--- src/rtl/core/rope_pkg.sv ---
`timescale 1ns / 1ps
package rope_pkg;

	// fixed build constants
	localparam int HALF_DIM_MAX  = 64;
	localparam int POS_BITS      = 16;
	localparam int DATA_BITS_DEF = 16;

	// config port
	localparam int IDX_W = 3;
	localparam int CFG_W = 21;

	typedef enum logic [IDX_W-1:0] {
		REG_MODE       = 3'd0,
		REG_LOG2_THETA = 3'd1,
		REG_LOG2_SCALE = 3'd2,
		REG_STEP_COUNT = 3'd3,
		REG_RAMP_LOW   = 3'd4,
		REG_RAMP_HIGH  = 3'd5,
		REG_HALF_DIM   = 3'd6
	} cfg_reg_t;

	typedef enum logic [1:0] {
		MODE_BASE   = 2'd0,
		MODE_INTERP = 2'd1,
		MODE_STEP   = 2'd2,
		MODE_RAMP   = 2'd3
	} freq_mode_t;

	// field and internal widths
	localparam int IW   = 6;   // pair index
	localparam int PW   = 16;  // position field
	localparam int H_W  = 7;   // half size
	localparam int E_W  = 22;  // exponent, Q.16
	localparam int M_W  = 17;  // blend mask, Q16 incl. one
	localparam int VP_W = 28;  // exponent times log2 theta, Q.16
	localparam int V_W  = 29;  // -log2 f, Q.16
	localparam int F_W  = 31;  // f, Q1.30 (at most one)
	localparam int TS_W = 47;  // turns per position, Q.48
	localparam int CW   = 33;  // CORDIC datapath
	localparam int CORDIC_ITERS = 24;

	localparam int H_CLAMP = (HALF_DIM_MAX > 127) ? 127 : HALF_DIM_MAX;
	localparam logic [PW-1:0] POS_MASK =
		(POS_BITS >= PW) ? {PW{1'b1}} : PW'((64'd1 << POS_BITS) - 64'd1);

	localparam logic [31:0] TURN_K          = 32'd2734261102;
	localparam logic [30:0] HALF_PI_Q30     = 31'd1686629713;
	localparam logic [31:0] CORDIC_GAIN_INV = 32'd652032874;

	localparam logic [31:0] ATAN_Q30 [CORDIC_ITERS] = '{
		32'h3243F6A8, 32'h1DAC6705, 32'h0FADBAFC, 32'h07F56EA6, 32'h03FEAB76, 32'h01FFD55B,
		32'h00FFFAAA, 32'h007FFF55, 32'h003FFFEA, 32'h001FFFFD, 32'h000FFFFF, 32'h0007FFFF,
		32'h0003FFFF, 32'h0001FFFF, 32'h0000FFFF, 32'h00007FFF, 32'h00003FFF, 32'h00001FFF,
		32'h00000FFF, 32'h000007FF, 32'h000003FF, 32'h000001FF, 32'h000000FF, 32'h0000007F
	};

	// floor square root, elaboration use only
	function automatic logic [63:0] isqrt64(input logic [63:0] x_in);
		logic [63:0] x;
		logic [63:0] r;
		logic [63:0] b;
		x = x_in;
		r = '0;
		for (int k = 31; k >= 0; k--) begin
			b = 64'd1 << (2 * k);
			if (x >= r + b) begin
				x = x - (r + b);
				r = (r >> 1) + b;
			end else begin
				r = r >> 1;
			end
		end
		return r;
	endfunction

	// 2^-(2^(j-16)) in Q30 via a chain of square roots from one half
	function automatic logic [29:0] exp2_coef(input int j);
		logic [63:0] t;
		t = 64'd1 << 29;
		for (int jj = 15; jj >= j; jj--) begin
			t = isqrt64(t << 30);
		end
		return t[29:0];
	endfunction

endpackage

--- src/rtl/core/rope_rot_lane.sv ---
`timescale 1ns / 1ps
module rope_rot_lane #(
	parameter int DATA_BITS = rope_pkg::DATA_BITS_DEF
) (
	input  logic                           clk,
	input  logic                           arst_n,
	input  logic                           en,
	input  logic                           in_vld,
	input  logic signed [DATA_BITS-1:0]    a,
	input  logic signed [DATA_BITS-1:0]    b,
	input  logic signed [rope_pkg::CW:0]   c,
	input  logic signed [rope_pkg::CW:0]   s,
	output logic                           out_vld,
	output logic signed [DATA_BITS-1:0]    y,
	output logic                           sat
);
	import rope_pkg::*;

	// y = round(a*c + b*s) in Q30, clipped to the data range
	localparam int MP_W = DATA_BITS + CW + 1;
	localparam int SM_W = MP_W + 1;
	localparam longint YMAX_L = (longint'(1) << (DATA_BITS - 1)) - 1;
	localparam logic signed [SM_W-1:0] YMAX = SM_W'(YMAX_L);
	localparam logic signed [SM_W-1:0] YMIN = -SM_W'(YMAX_L) - SM_W'(1);

	logic signed [MP_W-1:0] pa_s1;
	logic signed [MP_W-1:0] pb_s1;
	logic                   vld_s1;
	logic signed [SM_W-1:0] sum;
	logic signed [SM_W-1:0] yr;

	always_ff @(posedge clk) begin
		if (en) begin
			pa_s1 <= MP_W'(a) * MP_W'(c);
			pb_s1 <= MP_W'(b) * MP_W'(s);
		end
	end

	assign sum = SM_W'(pa_s1) + SM_W'(pb_s1) + SM_W'(64'd1 << 29);
	assign yr  = sum >>> 30;

	always_ff @(posedge clk) begin
		if (en) begin
			if (yr > YMAX) begin
				y   <= DATA_BITS'(YMAX);
				sat <= 1'b1;
			end else if (yr < YMIN) begin
				y   <= DATA_BITS'(YMIN);
				sat <= 1'b1;
			end else begin
				y   <= DATA_BITS'(yr);
				sat <= 1'b0;
			end
		end
	end

	always_ff @(posedge clk or negedge arst_n) begin
		if (!arst_n) begin
			vld_s1  <= 1'b0;
			out_vld <= 1'b0;
		end else if (en) begin
			vld_s1  <= in_vld;
			out_vld <= vld_s1;
		end
	end

endmodule

--- config.mk ---
export PLATFORM = sky130hd
export DESIGN_NAME = rope_rot_lane
export DESIGN_NICKNAME = d
export VERILOG_FILES = /design/src/rtl/core/rope_pkg.sv /design/src/rtl/core/rope_rot_lane.sv
export SDC_FILE = /design/constraint.sdc
export NUM_CORES = 2
export LEC_CHECK = 0
export ABC_AREA = 1
export BUFFER_PORTS_ARGS = -buffer_cell sky130_fd_sc_hd__buf_4
export CAP_MARGIN = 20
export CELL_PAD_IN_SITES_DETAIL_PLACEMENT = 1
export CELL_PAD_IN_SITES_GLOBAL_PLACEMENT = 1
export CORE_MARGIN = 2
export CORE_UTILIZATION = 50
export DETAILED_ROUTE_END_ITERATION = 8
export PLACE_DENSITY = 0.88
export SLEW_MARGIN = 40
export SYNTH_ARGS = -nofsm -noshare
export SYNTH_HDL_FRONTEND = slang
export SYNTH_SLANG_ARGS = --single-unit
--- constraint.sdc ---
create_clock -name clk -period 3 [get_ports clk]
set_input_delay 0.6 -clock clk [delete_from_list [all_inputs] [get_ports clk]]
set_output_delay 0.6 -clock clk [all_outputs]
set_load 0.05 [all_outputs]
==> flow_metrics.env, run 1 <==
export IMPL_syn_cell_area_mm2=0.04677
export IMPL_synthTopCellsByArea="fa_1 44%, inv_1 15%, nand2_1 13%"
export IMPL_outcome="aborted with a tool error"
export IMPL_netlist_top_cells_count="1840 x inv_1, 1559 x nand2_1, 1028 x fa_1"
export IMPL_synth_edf_count=117
export IMPL_ys_seq_area_frac=0.07620
export IMPL_port_buffers=121
export IMPL_place_congestion=0.9388
export IMPL_die_h_um=309.8
export IMPL_syn_nets=7462
export IMPL_ys_flop_type="edfxtp_1"
export IMPL_yosysWarningCount=0
export IMPL_initial_core_util=0.5026
export IMPL_synthCells=5997
export IMPL_grt_max_degree=76
export IMPL_grt_usage=0.7707
export IMPL_synth_async_reset_ratio=0.01681
export IMPL_error_line="[ERROR GRT-0232] Routing congestion too high. Check the congestion heatmap in the GUI."
export IMPL_cts_sinks=119
export IMPL_stop_stage="global routing (5_1_grt)"
export IMPL_die_w_um=309.8
export IMPL_grt_overflow_total=80
export IMPL_synth_top_cell_by_area="fa_1"
export IMPL_yosysMostFrequentCell="inv_1"
export IMPL_dp_cells=7722
export IMPL_yosysTopAreaCellShare=0.4401
export IMPL_htreeDepth=4
export IMPL_avgSynthCellArea_um2=7.798
export IMPL_dp_hpwl_mm=161.7
export IMPL_core_rowCount=112
export IMPL_clock_path_buffers=2
export IMPL_ys_types=42
export IMPL_numCtsBuffers=17
export IMPL_ios=122
export IMPL_synth_seq_cells=119
export IMPL_cts_root_buffer="clkbuf_16"
cells by family after synthesis:
group	Yosys count	synth area share
xor gates and xnor gates	122	0.02285
buffers and inverters	2098	0.1687
adders and majority gates	1361	0.5291
AOI/OAI and AO/OA	323	0.03837
DFF	119	0.07620
and+or+nand+nor	1974	0.1647
routing by layer:
metal / GRT overflow / track usage
met5: 0 / 0.3938
met4: 42 / 0.7999
met3: 1 / 0.6552
met2: 36 / 0.9178
met1: 1 / 0.7412
per-stage QoR:
stage	setup TNS (ns)	instance area, um2	setup WS, ns	hold WS [ns]	utilization
4_1_cts	-214.86	58020	-2.776	0.3109	0.6235
3_5_place_dp	-280.01	54900	-3.606	0.3832	0.5900
3_3_place_gp	-248.42	54900	-3.226	0.3818	0.5900
2_1_floorplan	-196.18	50430	-2.620	0.3044	-
what timing repair did:
action,4_1_cts
endpoints found under the setup margin,106
resized for setup,561
endpoints found under the hold margin,2
pin swaps,168
gates cloned,1
buffers inserted,41
hold buffers,1
==> inputs of run 2 (changes only) <==
- CELL_PAD_IN_SITES_DETAIL_PLACEMENT: 1 -> default
- CELL_PAD_IN_SITES_GLOBAL_PLACEMENT: 1 -> default
- CORE_UTILIZATION: 50 -> 40
- PLACE_DENSITY: 0.88 -> default
- PLACE_DENSITY_LB_ADDON: default -> 0.15
==> flow_metrics.env, run 2 <==
export IMPL_postLayoutSetupSlackWorst_ns=-2.470
export IMPL_instances_no_fill=8159
export IMPL_cts_sinks=119
export IMPL_ant_nets=0
export IMPL_dr_max_layer_used="met4"
export IMPL_cp_slowest_cell="fa_1"
export IMPL_num_vias=38450
export IMPL_holdCritPathClass="in -> reg"
export IMPL_cp_common_cell="fa_1"
export IMPL_route_detailed_drc=0
export IMPL_rsz0062_at_grt="true"
export IMPL_crit_fanout=29
export IMPL_die_w_um=345.9
export IMPL_fp_dieArea_mm2=0.1197
export IMPL_route_met2_wl_mm=65.58
export IMPL_numCtsBuffers=17
export IMPL_fill_cells=11090
export IMPL_drive_gt1_frac=0.2612
export IMPL_areaGrowthSynthToFinish_pct=30.68
export IMPL_synth_async_reset_ratio=0.01681
export IMPL_drtIter0Drc=2060
export IMPL_synth_seq_cells=119
export IMPL_largestRegisters="pa_s1: 50 flops, pb_s1: 50 flops, y: 16 flops"
export IMPL_synth_compound_area_share=0.03837
export IMPL_cp_required_ns=3.21
export IMPL_slowest_delay_ns=0.54
export IMPL_worstSetupStartpointType="primary input"
export IMPL_cap_violations=0
export IMPL_fin_skew_ns=0.01440
export IMPL_diodes=0
export IMPL_core_mm2=0.1160
export IMPL_slew_headroom=0.6678
export IMPL_synth_top_cell_by_area="fa_1"
export IMPL_wl_met3_mm=6.225
export IMPL_setup_viol=99
export IMPL_dp_hpwl_mm=111.3
export IMPL_grt_overflow_total=0
export IMPL_core_rowCount=125
export IMPL_die_h_um=345.9
export IMPL_violations="setup timing"
export IMPL_clock_path_buffers=2
export IMPL_cts_root_buffer="clkbuf_16"
export IMPL_fin_crit_ns=5.470
export IMPL_synth_top_family_by_area="adder cells"
export IMPL_period_share=1.823
export IMPL_dp_cells=8029
export IMPL_tritoncts="yes"
export IMPL_vias_per_cell=4.712
export IMPL_yosysTopAreaCellShare=0.4401
export IMPL_synthTopCellsByArea="fa_1 44%, inv_1 15%, nand2_1 13%"
export IMPL_fin_nets=8087
export IMPL_layout_common_cells="1703 x inv_1, 1396 x nand2_1, 963 x fa_1"
export IMPL_avgSynthCellArea_um2=7.798
export IMPL_yosysWarningCount=0
export IMPL_crit_buf_inv=9
export IMPL_wl_mm=136.2
export IMPL_crit_family="adder cells"
export IMPL_syn_cell_area_mm2=0.04677
export IMPL_grt_first_pass_wirelength_mm=212.1
export IMPL_syn_nets=7462
export IMPL_final_common_cell="inv_1"
export IMPL_hold_slack_ns=0.3470
export IMPL_netlist_top_cells_count="1840 x inv_1, 1559 x nand2_1, 1028 x fa_1"
export IMPL_synthAdderAreaFrac=0.5291
export IMPL_critical_path_class="in -> reg"
export IMPL_port_buffers=121
export IMPL_grt_antenna_before_repair=1
export IMPL_worstMarginPinSlew_ns=0.4930
export IMPL_muxShareOfSynthArea=0
export IMPL_yosys_area_share_simple=0.1647
export IMPL_htreeDepth=4
export IMPL_synth_edf_count=117
export IMPL_ys_flop_type="edfxtp_1"
export IMPL_arrival_ns=5.68
export IMPL_yosysMostFrequentCell="inv_1"
export IMPL_ys_seq_area_frac=0.07620
export IMPL_synthCells=5997
export IMPL_grt_usage=0.2214
export IMPL_path_clk_slew_ns=0.06
export IMPL_hold_violations=0
export IMPL_maxSlewViolCount=0
export IMPL_wl_per_cell_um=16.70
export IMPL_drt_met1_wl_mm=62.25
export IMPL_ios=122
export IMPL_synthXorXnorAreaFrac=0.02285
export IMPL_clock_fmax_mhz=182.8
export IMPL_ys_types=42
export IMPL_outcome="finished, violations left"
export IMPL_initial_core_util=0.4030
export IMPL_place_congestion=0.9093
export IMPL_first_pass_iters=6
export IMPL_worstSetupEndpointType="flip-flop"
export IMPL_first_global_vias=40450
export IMPL_clk_latency_ns=0.48
export IMPL_grt_max_degree=66
-- run 2: cell counts after synthesis --
Identical to the previous run, type by type.
-- run 2: timing repair --
| action | CTS | global route |
|---|---|---|
| hold buffers | 1 | 0 |
| hold endpoints to repair | 2 | 0 |
| setup buffers | 14 | 72 |
| setup endpoints to repair | 104 | 106 |
| gates cloned | 3 | 22 |
| resized for setup | 301 | 678 |
| pin swaps | 91 | 251 |
-- run 2: worst reg2reg max path, cell delays in order (launching register included) --
cell and delay, ns:
edfxtp_1 0.48, ha_1 0.34, ha_1 0.29, buf_4 0.15, nand2_1 0.13, inv_2 0.07, a21oi_2 0.16, nor2_1 0.05
nor2_1 0.15, nand2_1 0.09, a21oi_2 0.13, nand3_1 0.11, a21oi_1 0.19, nand3_2 0.10, nand2_4 0.16, nand2_1 0.19
-- run 2: final timing paths --
path	start	endpoint	slack, ns	cells past startpoint
setup / recovery	b[5]	pb_s1[46]$_DFFE_PP_	-2.47	25
hold / removal	in_vld	vld_s1$_DFFE_PN0P_	0.35	3
setup reg to reg	pa_s1[44]$_DFFE_PP_	y[5]$_SDFFCE_PN1P_	-0.10	15
hold reg to reg	vld_s1$_DFFE_PN0P_	out_vld$_DFFE_PN0P_	0.51	2
max in group asynchronous	arst_n	vld_s1$_DFFE_PN0P_	2.46	2
min in group asynchronous	arst_n	out_vld$_DFFE_PN0P_	0.45	2
-- run 2: cell families after synthesis --
logic type      count (synthesis)
buf+inv                      2098
simple gates                 1974
fa+ha+maj                    1361
compound gates                323
xor+xnor                      122
flops                         119
-- run 2: layer usage --
metal | global-route usage | vias up
met5 | 0 | -
met4 | 0.03984 | 0
met3 | 0.02089 | 121
met2 | 0.3794 | 768
met1 | 0.3076 | 19340
li1 | - | 18230
-- run 2: per-stage QoR --
step	area [um2]	util	TNS (ns)	worst slack, ns
after global routing	61110	0.5266	-204.81	-2.610
after CTS	57630	0.4966	-189.77	-2.479
after detailed placement	55690	0.4799	-255.05	-3.364
after floorplan	50430	-	-196.18	-2.620
final	61110	0.5266	-191.60	-2.470
after global placement	55690	0.4799	-254.68	-3.349
-- run 2: cell type report --
type / count / area [um2] / share of cell area
repair buffers: 857 / 8421 / 0.1378
multi-input cells: 3780 / 39680 / 0.6492
flip-flops and latches: 119 / 3563 / 0.05831
inverters: 1847 / 6960 / 0.1139
clock buffers: 17 / 425.4 / 0.006961
well taps: 1524 / 1907 / 0.03120
clock inverters: 15 / 160.2 / 0.002621
Power of run 2 is not shown: default switching activity piles up to over one toggle a cycle in this logic, so the estimate is an artifact.
