**src/rtl/core/rope_div.sv**
```systemverilog
`timescale 1ns / 1ps
module rope_div #(
	parameter int LANES = 1,
	parameter int DEN_W = 8,
	parameter int QUO_W = 8,
	parameter int TAG_W = 1
) (
	input  logic                             clk,
	input  logic                             arst_n,
	input  logic                             en,
	input  logic                             in_vld,
	input  logic [LANES-1:0][DEN_W-1:0]      den,
	input  logic [LANES-1:0][DEN_W-1:0]      rem_in,
	input  logic [LANES-1:0][QUO_W-1:0]      num_lo,
	input  logic [TAG_W-1:0]                 tag_in,
	output logic                             out_vld,
	output logic [LANES-1:0][QUO_W-1:0]      quo,
	output logic [TAG_W-1:0]                 tag_out
);
	// restoring divider, one quotient bit per stage; remainder in must be below den
	logic [LANES-1:0][DEN_W-1:0] rem_s [QUO_W+1];
	logic [LANES-1:0][DEN_W-1:0] den_s [QUO_W+1];
	logic [LANES-1:0][QUO_W-1:0] nq_s  [QUO_W+1];
	logic [TAG_W-1:0]            tag_s [QUO_W+1];
	logic                        vld_s [QUO_W+1];

	assign rem_s[0] = rem_in;
	assign den_s[0] = den;
	assign nq_s[0]  = num_lo;
	assign tag_s[0] = tag_in;
	assign vld_s[0] = in_vld;

	for (genvar k = 0; k < QUO_W; k++) begin : g_st
		logic [LANES-1:0][DEN_W-1:0] rem_nx;
		logic [LANES-1:0][QUO_W-1:0] nq_nx;

		always_comb begin
			logic [DEN_W:0] trial;
			logic [DEN_W:0] diff;
			for (int l = 0; l < LANES; l++) begin
				trial = {rem_s[k][l], nq_s[k][l][QUO_W-1]};
				diff  = trial - {1'b0, den_s[k][l]};
				if (trial >= {1'b0, den_s[k][l]}) begin
					rem_nx[l] = diff[DEN_W-1:0];
					nq_nx[l]  = {nq_s[k][l][QUO_W-2:0], 1'b1};
				end else begin
					rem_nx[l] = trial[DEN_W-1:0];
					nq_nx[l]  = {nq_s[k][l][QUO_W-2:0], 1'b0};
				end
			end
		end

		always_ff @(posedge clk) begin
			if (en) begin
				rem_s[k+1] <= rem_nx;
				nq_s[k+1]  <= nq_nx;
				den_s[k+1] <= den_s[k];
				tag_s[k+1] <= tag_s[k];
			end
		end

		always_ff @(posedge clk or negedge arst_n) begin
			if (!arst_n) begin
				vld_s[k+1] <= 1'b0;
			end else if (en) begin
				vld_s[k+1] <= vld_s[k];
			end
		end
	end

	assign quo     = nq_s[QUO_W];
	assign tag_out = tag_s[QUO_W];
	assign out_vld = vld_s[QUO_W];

endmodule

```
**config.mk**
```make
export PLATFORM = sky130hd
export DESIGN_NAME = rope_div
export DESIGN_NICKNAME = d
export VERILOG_FILES = /design/src/rtl/core/rope_div.sv
export SDC_FILE = /design/constraint.sdc
export NUM_CORES = 1
export LEC_CHECK = 0
export BUFFER_PORTS_ARGS = -buffer_cell sky130_fd_sc_hd__buf_4
export CORE_UTILIZATION = 28
export CTS_CLUSTER_DIAMETER = 150
export CTS_CLUSTER_SIZE = 24
export DETAILED_ROUTE_END_ITERATION = 12
export PLACE_DENSITY = 0.47
export SLEW_MARGIN = 20
export SYNTH_ARGS = -nofsm -noshare
export SYNTH_HDL_FRONTEND = slang
export SYNTH_SLANG_ARGS = --single-unit
```
**constraint.sdc**
```tcl
create_clock -name clk -period 3.4 [get_ports clk]
set_clock_uncertainty 0.2 [all_clocks]
set_input_delay 0.17 -clock clk [delete_from_list [all_inputs] [get_ports clk]]
set_output_delay 0.17 -clock clk [all_outputs]
set_load 0.02 [all_outputs]
```
# Yosys cells after proc, flatten, opt, wreduce, memory -nomap -nowiden
# Index checks and enable logic that the tools add are counted.
[word_totals]
out_inout_bits = 10
regBits = 192
[op_classes]
mux = 15
magnitude_cmp = 8
addsub = 7
[ops]
columns = ["operator", "count"]
rows = [
  ["9-bit by 8-bit greater-or-equal comparator with 1-bit output", 8],
  ["8-bit two-way mux", 7],
  ["8-bit subtractor", 7],
  ["1-bit two-way mux", 8],
]

# Logic depth before layout (Yosys ltp)
# Gate-level depths: netlist of run 1.
[logic_depth]
word_depth = 2
depth_mapped = 8
mapped_depth_nobuf = 8

# Worst setup path after synthesis of run 1
# Ideal clock, no wire load.
[synth_path]
path_kind = "flip-flop to flip-flop"
start = "reg den_s[33] (netlist name)"
end = "reg, netlist name g_st[5].$4.trial[3]"
required_time_ns = 2.940
arrival_time_ns = 1.929
setup_time_ns = 0.260
path_slack_ns = 1.010
n_path_buf = 0
period_less_slack_ns = 2.390
path_stages_with_launch = 8
path_cell_list = "edfxtp_1 > inv_1 > ha_1 > nor2b_1 > o2111ai_1 > nand3b_2 > a31oi_4 > mux2_4"
[synth_rtl]
columns = ["element", "line_no", "rtl"]
rows = [
  ["from (decl)", "22", "logic [LANES-1:0][DEN_W-1:0] den_s [QUO_W+1];"],
  ["from (signal, indexed assignment)", "57", "den_s[k+1] <= den_s[k];"],
]

==> flow_summary_export.csv, run 1 <==
group,metric,value,unit
layout,nFillCells,3277,
synth,netlist_area,9433,um2
critical_path,crit_path_end,"g_st[5].$4.trial[3]",
worst_hold_path,hold_path.class,"in2reg",
die,core_area,32870,um2
timing,fin_crit_sh,77.09,%
global_route,track_usage,9.833,%
layout,drive_gt1_share,14.81,%
detailed_routing,drt_iter0_drc,236,
outcome,status,"completed",
synth,synthesis.nets,799,
critical_path,critPathSlowestCell,"ha_1",
critical_path,cp_max_fo,8,
detailed_routing,drc_errors,0,
detailed_routing,dr.pass1.iters,5,
critical_path,crit_required,3.39,ns
cts,post_cts_resized,0,
cts,numCtsBuffers,17,
critical_path,endpoint_kind,"register",
timing,clock.fmax,381.5,MHz
layout,nets,884,
worst_hold_path,hp-start,"rem_in[7]",
global_route,antenna_found_initial,0,
cts,insertion_delay,0.44,ns
synth,synth.ff_latch_count,192,
power_and_ir_drop,p_per_area,693.4,nW/um2
critical_path,worstPathArrival,2.61,ns
layout,n_antenna_cell,0,
detailed_routing,routed_wirelength,15510,um
synth,synth_edf_count,184,
power_and_ir_drop,peakVddDrop,409.3,uV
synth,synth_area_leaders,"edfxtp_1 59%, ha_1 8.5%, inv_1 3.9%",
synth,netlist-cell-type-count,54,
critical_path,r2r_start,"den_s[38]",
detailed_routing,vias_per_cell,4.323,
job,drv_cap,0,
die,die_w,185.5,um
placed_design,gp_congestion,0.7957,
critical_path,worstSetupStartpointType,"register",
timing,final.min_clock_period,2.621,ns
synth,synth_top_cell_by_area,"edfxtp_1",
die,num_io_pins,39,
die,rows,66,
timing,finalSetupTns,0,ns
detailed_routing,met1_length,6484,um
detailed_routing,ant_nets,0,
critical_path,r2r_slack,0.78,ns
synth,synth_cells,699,
cts,post_cts_buffers,0,
detailed_routing,met2_length,8359,um
cts,cts_tree,"yes",
cts,htree_levels,4,
global_route,grt_pass1_vias,5509,
detailed_routing,post_drt_wl_per_cell,12.51,um
critical_path,critPathKind,"reg2reg",
detailed_routing,dr.max_layer_used,"met4",
synth,synth-async-reset-ratio,4.167,%
critical_path,cp-startpoint,"den_s[38]",
cts,clk_path_buf_depth,2,
synth,ys_seq_area_share,60.70,%
critical_path,reg2reg_to,"g_st[5].$4.trial[3]",
cts,cts_hold_buf,27,
critical_path,max_stage_delay,0.38,ns
synth,synthFlopType,"edfxtp_1",
die,dieArea,34430,um2
timing,tightest_slew,0.5753,ns
synth,synth_top_cell_area_share,58.58,%
detailed_routing,met3WireLength,483,um
die,die_h,185.5,um
layout,multi_input_area,3312,um2
detailed_routing,via_count,5356,
critical_path,reg2regPathDepth,7,
global_route,grt_pass1_wl,26290,um
layout,regArea,5725,um2
synth,yosys_warnings,0,
cts,clock_sinks,192,
critical_path,crit_chain,"inv_1, ha_1, a21oi_1, o21ai_1, a211o_1, a31oi_4, mux2_4",
die,start_util,28.70,%
power_and_ir_drop,total_power,0.007717,W
timing,max_slew_margin,61.65,%
cts,path_clk_slew,0.08,ns
timing,rsz0062_at_grt,"no",
global_route,grt-ovfl-total,0,
timing,setup_viol,0,
timing,finalHoldViolations,0,
synth,synth.avg_cell_area,13.49,um2
cts,clockRootBuffer,"clkbuf_16",
placed_design,dp_hpwl,11080,um
global_route,grt_start_max_net_pins,69,
placed_design,port-buffer-count,38,
power_and_ir_drop,leakagePower,4.404,nW
layout,syn2layout_area_growth,17.99,%
timing,final_max_slew_viol_count,0,
worst min path at each step:
stage                    end  slack, ns  cells past startpoint
global placement     out_vld      -0.21                      1
floorplan            out_vld      -0.33                      0
detailed placement   out_vld      -0.21                      1
finish              nq_s[56]       0.11                      6
CTS                 nq_s[56]        0.1                      6
global route        nq_s[56]       0.13                      6
cell type report:
type	count	area share [%]
clock buffers	17	3.822
flip-flops and latches	192	51.44
repair buffers	71	5.565
multi-input cells	404	29.76
inverters	98	3.305
well taps	442	4.969
clock inverters	15	1.135
critical path: cells and delay by family (launching register included):
kind	cells	cell delay (ns)
compound gates	4	1.03
fa+ha+maj	1	0.38
flops	1	0.36
mux	1	0.33
buf+inv	1	0.06
report_power, final:
group / switching, W / internal (W) / total, W
logic: 0.00123 / 0.00123 / 0.00246
clock network: 0.000943 / 0.000963 / 0.00191
registers: 0.000184 / 0.00317 / 0.00335
total: 0.00236 / 0.00536 / 0.00772
cell usage after synthesis, types with 5 or more instances:
| cell type | instances |
|---|---|
| nand2_1 | 30 |
| nand3_1 | 10 |
| o31ai_1 | 6 |
| o21a_1 | 23 |
| nor2_1 | 25 |
| nor3_1 | 11 |
| a21o_1 | 13 |
| fa_1 | 7 |
| a211oi_1 | 5 |
| o31a_1 | 6 |
| dfrtp_1 | 8 |
| inv_1 | 98 |
| ha_1 | 64 |
| edfxtp_1 | 184 |
| mux2_4 | 10 |
| o21ai_0 | 28 |
| a21oi_1 | 30 |
| o211ai_1 | 5 |
| mux2i_1 | 13 |
| mux2_2 | 22 |
| nor2b_1 | 16 |
| nand2b_1 | 5 |
| xnor2_1 | 19 |
flip-flops by register name (all words and copies together) (netlist names):
name and flops:
den_s 56, g_st.$4.trial 63, nq_s 49, out_vld 1, quo 8, tag_out 1, tag_s 7, vld_s 7
routing by layer:
layer / up-vias / track usage [%]
li1: 2750 / -
met1: 2539 / 10.26
met2: 55 / 18.64
met3: 12 / 3.209
met4: 0 / 2.721
met5: - / 0
cells by family after synthesis:
logic type,synth area share (%)
multiplexers,5.597
flip-flops,60.70
AND/OR/NAND/NOR,6.102
XOR/XNOR,2.136
adder cells (fa/ha/maj),9.975
AO/OA/AOI/OAI,11.30
buffers and inverters,4.191
placed cells by master, fill, tap and decap left out, types with 17 or more instances in the layout:
cell,count
edfxtp_1,184
inv_1,98
ha_1,64
buf_4,42
nand2_1,30
a21oi_1,30
o21ai_0,28
dlygate4sd3_1,27
nor2_1,25
o21a_1,23
mux2_2,22
xnor2_1,19
clkbuf_16,17
through the flow:
stage / hold slack (ns) / cell area (um2) / util (%) / setup slack (ns) / std cells
finish: 0.1092 / 11130 / 33.86 / 0.7789 / 1239
detailed placement: -0.2077 / 10310 / 31.36 / 0.7638 / 1180
global route: 0.1288 / 11130 / 33.86 / 0.6291 / 1239
global placement: -0.2068 / 10310 / 31.36 / 0.7730 / 1180
floorplan: -0.3256 / 9433 / - / 1.010 / 699
CTS: 0.09700 / 11130 / 33.86 / 0.7540 / 1239
No activity file was read; power rests on OpenSTA's default activity.
==> run 2: changes to the inputs <==
--- a/config.mk
+++ b/config.mk
@@ -5,12 +5,13 @@
 export SDC_FILE = /design/constraint.sdc
 export NUM_CORES = 1
 export LEC_CHECK = 0
+export ABC_AREA = 1
 export BUFFER_PORTS_ARGS = -buffer_cell sky130_fd_sc_hd__buf_4
 export CORE_UTILIZATION = 28
 export CTS_CLUSTER_DIAMETER = 150
 export CTS_CLUSTER_SIZE = 24
 export DETAILED_ROUTE_END_ITERATION = 12
-export PLACE_DENSITY = 0.47
+export PLACE_DENSITY = 0.49
 export SLEW_MARGIN = 20
 export SYNTH_ARGS = -nofsm -noshare
 export SYNTH_HDL_FRONTEND = slang
==> constraint.sdc (replaced) <==
create_clock -name clk -period 2.25 [get_ports clk]
set_clock_uncertainty 0.2 [all_clocks]
set_input_delay 0.1125 -clock clk [delete_from_list [all_inputs] [get_ports clk]]
set_output_delay 0.1125 -clock clk [all_outputs]
set_load 0.02 [all_outputs]
==> run 2 against run 1 <==
  * Via count is 28% higher
  * Clock power is 44% higher
  * Non-clock buffer count increased by 16
  * Sequential share of layout area down 3.4 points
  * Global-route usage increased by 2.0 points
  * Critical path type unchanged
  * Critical path depth rose by 3
  * Synthesized cell count rose by 46%
  * Synthesized area up 5.8%
  * Hold slack got worse by 0.096 ns
  * Critical endpoint is now g_st[3].$4.trial[2]
  * Cell area is 7.2% higher
  * Largest power group unchanged
  * Combinational power up 67%
==> flow_summary_export.csv, run 2 <==
group,metric,value,unit
timing,finalSetupTns,0,ns
synth,netlist_area,9976,um2
synth,synthesis.nets,1123,
timing,tightest_slew,0.4787,ns
synth,synth_cells,1023,
synth,synth_edf_count,184,
synth,netlist-cell-type-count,25,
critical_path,cp-startpoint,"den_s[51]",
critical_path,worstPathArrival,2.09,ns
detailed_routing,drt_iter0_drc,289,
critical_path,reg2reg_to,"g_st[3].$4.trial[2]",
cts,insertion_delay,0.44,ns
cts,cts_tree,"yes",
cts,numCtsBuffers,17,
detailed_routing,vias_per_cell,4.289,
synth,synthMostInstantiatedCell,"nand2_1",
timing,rsz0062_at_grt,"no",
global_route,grt_use_met2,21.25,%
global_route,track_usage,11.83,%
synth,synth-async-reset-ratio,4.167,%
global_route,grt-ovfl-total,0,
synth,synth_top_cell_area_share,55.39,%
detailed_routing,routed_wirelength,20090,um
placed_design,gp_congestion,0.8563,
global_route,grt_pass1_wl,33590,um
timing,finalHoldViolations,0,
critical_path,crit_required,2.23,ns
timing,fin_crit_sh,93.74,%
synth,synthTopCellsByCount,"319 x nand2_1, 189 x inv_1, 184 x edfxtp_1",
critical_path,cp_max_fo,9,
die,core_area,34800,um2
placed_design,port-buffer-count,38,
timing,max_slew_margin,68.08,%
critical_path,worstSetupStartpointType,"register",
placed_design,place_ws,-0.08991,ns
cts,htree_levels,4,
worst_hold_path,hold_path.class,"in2reg",
layout,mostFrequentLayoutCell,"nand2_1",
global_route,grt_util_met3,2.503,%
layout,syn2layout_area_growth,19.54,%
layout,nets,1229,
critical_path,endpoint_kind,"register",
detailed_routing,dr.pass1.iters,5,
die,num_io_pins,39,
power_and_ir_drop,p_per_area,1002,nW/um2
global_route,antenna_found_initial,0,
outcome,status,"completed",
die,dieArea,36390,um2
global_route,use_met1,13.77,%
placed_design,dp_hpwl,15070,um
synth,ys_seq_area_share,57.39,%
synth,synthFlopType,"edfxtp_1",
detailed_routing,drc_errors,0,
detailed_routing,post_drt_wl_per_cell,12.58,um
synth,synth.ff_latch_count,192,
job,drv_cap,0,
die,die_h,190.8,um
layout,final_cell_mix,"318 x nand2_1, 189 x inv_1, 184 x edfxtp_1",
layout,multi_input_area,3618,um2
critical_path,crit_path_end,"g_st[3].$4.trial[2]",
die,rows,68,
layout,n_antenna_cell,0,
die,start_util,28.67,%
global_route,grt_pass1_vias,6902,
layout,utilization,34.27,%
power_and_ir_drop,leakagePower,5.502,nW
critical_path,critPathKind,"reg2reg",
synth,synth_area_leaders,"edfxtp_1 55%, nand2_1 12%, ha_1 8.0%",
synth,synth.avg_cell_area,9.752,um2
timing,setup_viol,0,
detailed_routing,via_count,6850,
timing,clock.fmax,474.1,MHz
die,die_w,190.8,um
layout,drive_gt1_share,10.77,%
global_route,grt_busiest_layer,"met2",
timing,fin_ws,0.1409,ns
cts,path_clk_slew,0.07,ns
layout,largest_register_ffs,63,
critical_path,reg2regPathDepth,10,
detailed_routing,ant_nets,0,
timing,final_max_slew_viol_count,0,
timing,final.min_clock_period,2.109,ns
layout,regArea,5725,um2
power_and_ir_drop,peakVddDrop,645.9,uV
synth,synth_top_cell_by_area,"edfxtp_1",
synth,yosys_warnings,0,
cts,clk_path_buf_depth,2,
cts,clock_sinks,192,
critical_path,r2r_slack,0.14,ns
layout,nFillCells,3548,
cts,clockRootBuffer,"clkbuf_16",
global_route,grt_start_max_net_pins,56,
critical_path,r2r_start,"den_s[51]",
run 2: cell count changes after synthesis, sizes merged, moves of 13 or more:
cell   change
nand2    +304
inv       +91
nand3     +91
mux2      -32
o21ai     -27
o21a      -23
nor2      +22
nor2b     -16
nand4     +15
a21o      -13
mux2i     -13
run 2: area by class of cell:
type / count / area share (%)
flip-flops and latches: 192 / 48.01
multi-input cells: 642 / 30.34
repair buffers: 87 / 6.537
inverters: 189 / 5.949
well taps: 455 / 4.774
clock buffers: 19 / 3.630
clock inverters: 13 / 0.7554
run 2: cell families (layout without fill, tap and decap cells):
family / count (synthesis) / count (layout) / synth area share [%]
buf+inv: 191 / 308 / 7.262
flops: 192 / 192 / 57.39
compound gates: 36 / 36 / 1.844
fa+ha+maj: 71 / 71 / 9.432
simple gates: 512 / 514 / 22.23
xor+xnor: 21 / 21 / 1.844
run 2: metal layers:
metal / vias to the layer above / part of all wire (%)
met4: 0 / 1.5
met2: 86 / 51
met3: 18 / 2.5
met1: 3179 / 45
met5: - / 0
li1: 3567 / -
run 2: how the worst min path moves through the flow:
| stage | start | end | slack [ns] | cells past startpoint |
|---|---|---|---|---|
| 6_report | en | vld_s[3] | 0.01 | 3 |
| 3_5_place_dp | arst_n | vld_s[7] | -0.26 | 1 |
| 5_1_grt | en | vld_s[1] | 0.03 | 3 |
| 3_3_place_gp | arst_n | vld_s[7] | -0.27 | 1 |
| 2_1_floorplan | arst_n | out_vld | -0.38 | 0 |
| 4_1_cts | en | vld_s[3] | 0.009 | 3 |
run 2: per-stage QoR:
step           std cells  power [W]  hold slack (ns)  area [um2]
2_1_floorplan       1023   0.008018          -0.3831        9976
3_3_place_gp        1533   0.009198          -0.2650       11010
3_5_place_dp        1533   0.009211          -0.2629       11010
4_1_cts             1593    0.01207         0.008615       11830
5_1_grt             1597    0.01294          0.02990       11930
6_report            1597    0.01195          0.01365       11930
run 2: what timing repair did:
action	in CTS	in global routing
cloned	0	2
pin swaps	0	1
setup endpoints to repair	14	23
hold buffers	28	0
setup buffers	0	2
gates resized for setup	3	13
hold endpoints to repair	34	0
run 2: worst max-delay path: stages, from the launching register on:
cell,delay (ns)
edfxtp_1,0.41
inv_1,0.11
ha_2,0.31
nand2_1,0.11
inv_1,0.07
a21oi_2,0.16
nand2_2,0.11
nand2_4,0.12
nand2_4,0.11
nand2_1,0.08
nand2_1,0.06
run 2: report_power, final:
group          switching, W  total, W  internal, W
clock               0.00134   0.00275      0.00141
combinational       0.00252   0.00411      0.00159
sequential         0.000321   0.00509      0.00477
total               0.00418    0.0120      0.00777
==> run 3: changes to the inputs <==
--- a/config.mk
+++ b/config.mk
@@ -7,11 +7,11 @@
 export LEC_CHECK = 0
 export ABC_AREA = 1
 export BUFFER_PORTS_ARGS = -buffer_cell sky130_fd_sc_hd__buf_4
-export CORE_UTILIZATION = 28
+export CORE_UTILIZATION = 56
 export CTS_CLUSTER_DIAMETER = 150
 export CTS_CLUSTER_SIZE = 24
 export DETAILED_ROUTE_END_ITERATION = 12
-export PLACE_DENSITY = 0.49
+export PLACE_DENSITY = 0.81
 export SLEW_MARGIN = 20
 export SYNTH_ARGS = -nofsm -noshare
 export SYNTH_HDL_FRONTEND = slang
==> run 3 against run 2 <==
  * Total power rose by 1.2%
  * Cell area down 3.0%
  * First-iteration DRC count is 49% higher
  * Register-to-register slack better by 0.02 ns
  * Utilization increased by 32 points
  * Sequential power hardly changed
  * Final cell count shrank 15%
  * Critical endpoint is now g_st[3].$4.trial[7]
  * Sequential share of layout area up 1.5 points
  * Largest power group unchanged
  * Maximum frequency rose by 1.0%
  * Wire length decreased by 9.4%
==> flow_summary_export.csv, run 3 (synthesis results as in run 2) <==
group,metric,value,unit
timing,finalSetupTns,0,ns
power_and_ir_drop,p_sw,0.004231,W
critical_path,endpoint_kind,"register",
worst_hold_path,worstHoldPathCells,1,
detailed_routing,routed_wirelength,18200,um
critical_path,max_stage_delay,0.43,ns
outcome,status,"completed",
global_route,grt_start_max_net_pins,51,
power_and_ir_drop,total_power,0.01210,W
global_route,antenna_found_initial,0,
critical_path,reg2regPathDepth,9,
global_route,grt_pass1_wl,29930,um
worst_hold_path,hold_end,"den_s[8]",
cts,clock_sinks,192,
power_and_ir_drop,p_int,0.007869,W
timing,tightest_slew,0.4581,ns
layout,syn2layout_area_growth,16.00,%
critical_path,reg2reg_to,"g_st[3].$4.trial[7]",
timing,finalHoldViolations,0,
power_and_ir_drop,peakVddDrop,665.6,uV
timing,final_max_slew_viol_count,0,
power_and_ir_drop,p_seq_share,41.9,%
layout,mostFrequentLayoutCell,"nand2_1",
cts,post_cts_buffers,0,
timing,max_slew_margin,69.46,%
placed_design,dp_hpwl,13150,um
critical_path,crit_required,2.25,ns
critical_path,worstSetupStartpointType,"register",
die,die_w,135.5,um
cts,insertion_delay,0.44,ns
die,num_io_pins,39,
cts,htree_levels,4,
cts,numCtsBuffers,17,
timing,setup_viol,0,
critical_path,cp_max_fo,9,
power_and_ir_drop,pwr-share-comb,33.3,%
die,dieArea,18350,um2
detailed_routing,via_count,6890,
worst_hold_path,hold_path.class,"in2reg",
critical_path,critPathKind,"reg2reg",
die,core_area,17360,um2
cts,clk_path_buf_depth,2,
detailed_routing,post_drt_wl_per_cell,13.42,um
detailed_routing,ant_nets,0,
power_and_ir_drop,p_per_area,1046,nW/um2
power_and_ir_drop,switching_share,34.97,%
layout,largest_register_ffs,63,
job,drv_cap,0,
critical_path,r2r_start,"g_st[2].$4.trial[6]",
die,die_h,135.5,um
worst_hold_path,hp-start,"en",
power_and_ir_drop,power.share.clock,24.8,%
timing,final.min_clock_period,2.087,ns
global_route,track_usage,21.36,%
timing,clock.fmax,479.1,MHz
placed_design,port-buffer-count,38,
global_route,grt_pass1_vias,6700,
layout,n_antenna_cell,0,
detailed_routing,vias_per_cell,5.081,
critical_path,critPathSlowestCell,"edfxtp_1",
detailed_routing,dr.pass1.iters,5,
layout,nets,1218,
cts,cts_tree,"yes",
die,rows,48,
power_and_ir_drop,leakagePower,5.517,nW
layout,drive_gt1_share,9.637,%
critical_path,worstPathArrival,2.09,ns
detailed_routing,drt_iter0_drc,430,
cts,path_clk_slew,0.07,ns
global_route,grt-ovfl-total,0,
timing,fin_crit_sh,92.77,%
detailed_routing,drc_errors,0,
die,start_util,57.48,%
timing,rsz0062_at_grt,"no",
critical_path,cp_common_cell,"nand2_1",
cts,clockRootBuffer,"clkbuf_16",
critical_path,r2r_slack,0.16,ns
critical_path,crit_chain,"ha_1, nand2_1, nand2_1, nand2_1, nand2_1, nor2_4, nand2_4, nand2_1, nand2_1",
placed_design,gp_congestion,0.8874,
layout,final_cell_mix,"318 x nand2_1, 189 x inv_1, 184 x edfxtp_1",
==> run 3: worst max path at each step <==
stage	endpoint	cells after the start	slack, ns	start
2_1_floorplan	g_st[5].$4.trial[8]	9	0.35	g_st[4].$4.trial[3]
3_3_place_gp	g_st[3].$4.trial[7]	9	0.03	g_st[2].$4.trial[6]
3_5_place_dp	g_st[3].$4.trial[3]	9	0.04	g_st[2].$4.trial[6]
4_1_cts	g_st[3].$4.trial[3]	9	0.009	g_st[2].$4.trial[6]
5_1_grt	g_st[2].$4.trial[8]	10	0.007	den_s[59]
6_report	g_st[3].$4.trial[7]	9	0.16	g_st[2].$4.trial[6]
==> run 3: critical path: cells and delay by family (launching register included) <==
kind,cells,cell delay (ns)
flip-flops,1,0.43
adder cells (fa/ha/maj),1,0.37
AND/OR/NAND/NOR,8,0.85
==> run 3: repair_timing <==
action,CTS,global route
hold buffers,28,0
gates resized for setup,0,10
endpoints found under the setup margin,0,26
endpoints found under the hold margin,34,0
==> run 3: per-stage QoR <==
step / area [um2] / hold WS [ns] / setup slack, ns / cells / util [%]
global route: 11570 / 0.01440 / 0.006954 / 1356 / 66.67
finish: 11570 / 0.002795 / 0.1626 / 1356 / 66.67
detailed placement: 10650 / -0.2639 / 0.04471 / 1295 / 61.38
global placement: 10650 / -0.2658 / 0.03281 / 1295 / 61.38
floorplan: 9976 / -0.3831 / 0.3531 / 1023 / -
CTS: 11520 / 0.009835 / 0.008971 / 1355 / 66.40
==> run 3: routing by layer <==
layer  vias to the layer above  track usage [%]  share of wire [%]
met2                       157            39.97                 54
li1                       3543                -                  -
met4                         0            10.55                2.8
met1                      3145            22.69                 40
met5                         -                0                  0
met3                        45            4.302                2.9
==> run 3: power by group through the flow <==
| stage | registers, W | clock network, W | logic [W] |
|---|---|---|---|
| floorplan | 0.00505 | 0 | 0.00296 |
| global placement | 0.00513 | 0 | 0.00384 |
| detailed placement | 0.00515 | 0 | 0.00391 |
| CTS | 0.00507 | 0.00306 | 0.00397 |
| global route | 0.00513 | 0.00320 | 0.00458 |
| finish | 0.00507 | 0.00301 | 0.00402 |
==> run 3: cell type report <==
cell class | count | area [um2]
Clock inverter | 15 | 165.2
Tap cell | 225 | 281.5
Clock buffer | 17 | 425.4
Timing Repair Buffer | 77 | 691.9
Sequential cell | 192 | 5725
Multi-Input combinational cell | 641 | 3573
Inverter | 189 | 709.4
Fill cell | 1360 | 5784
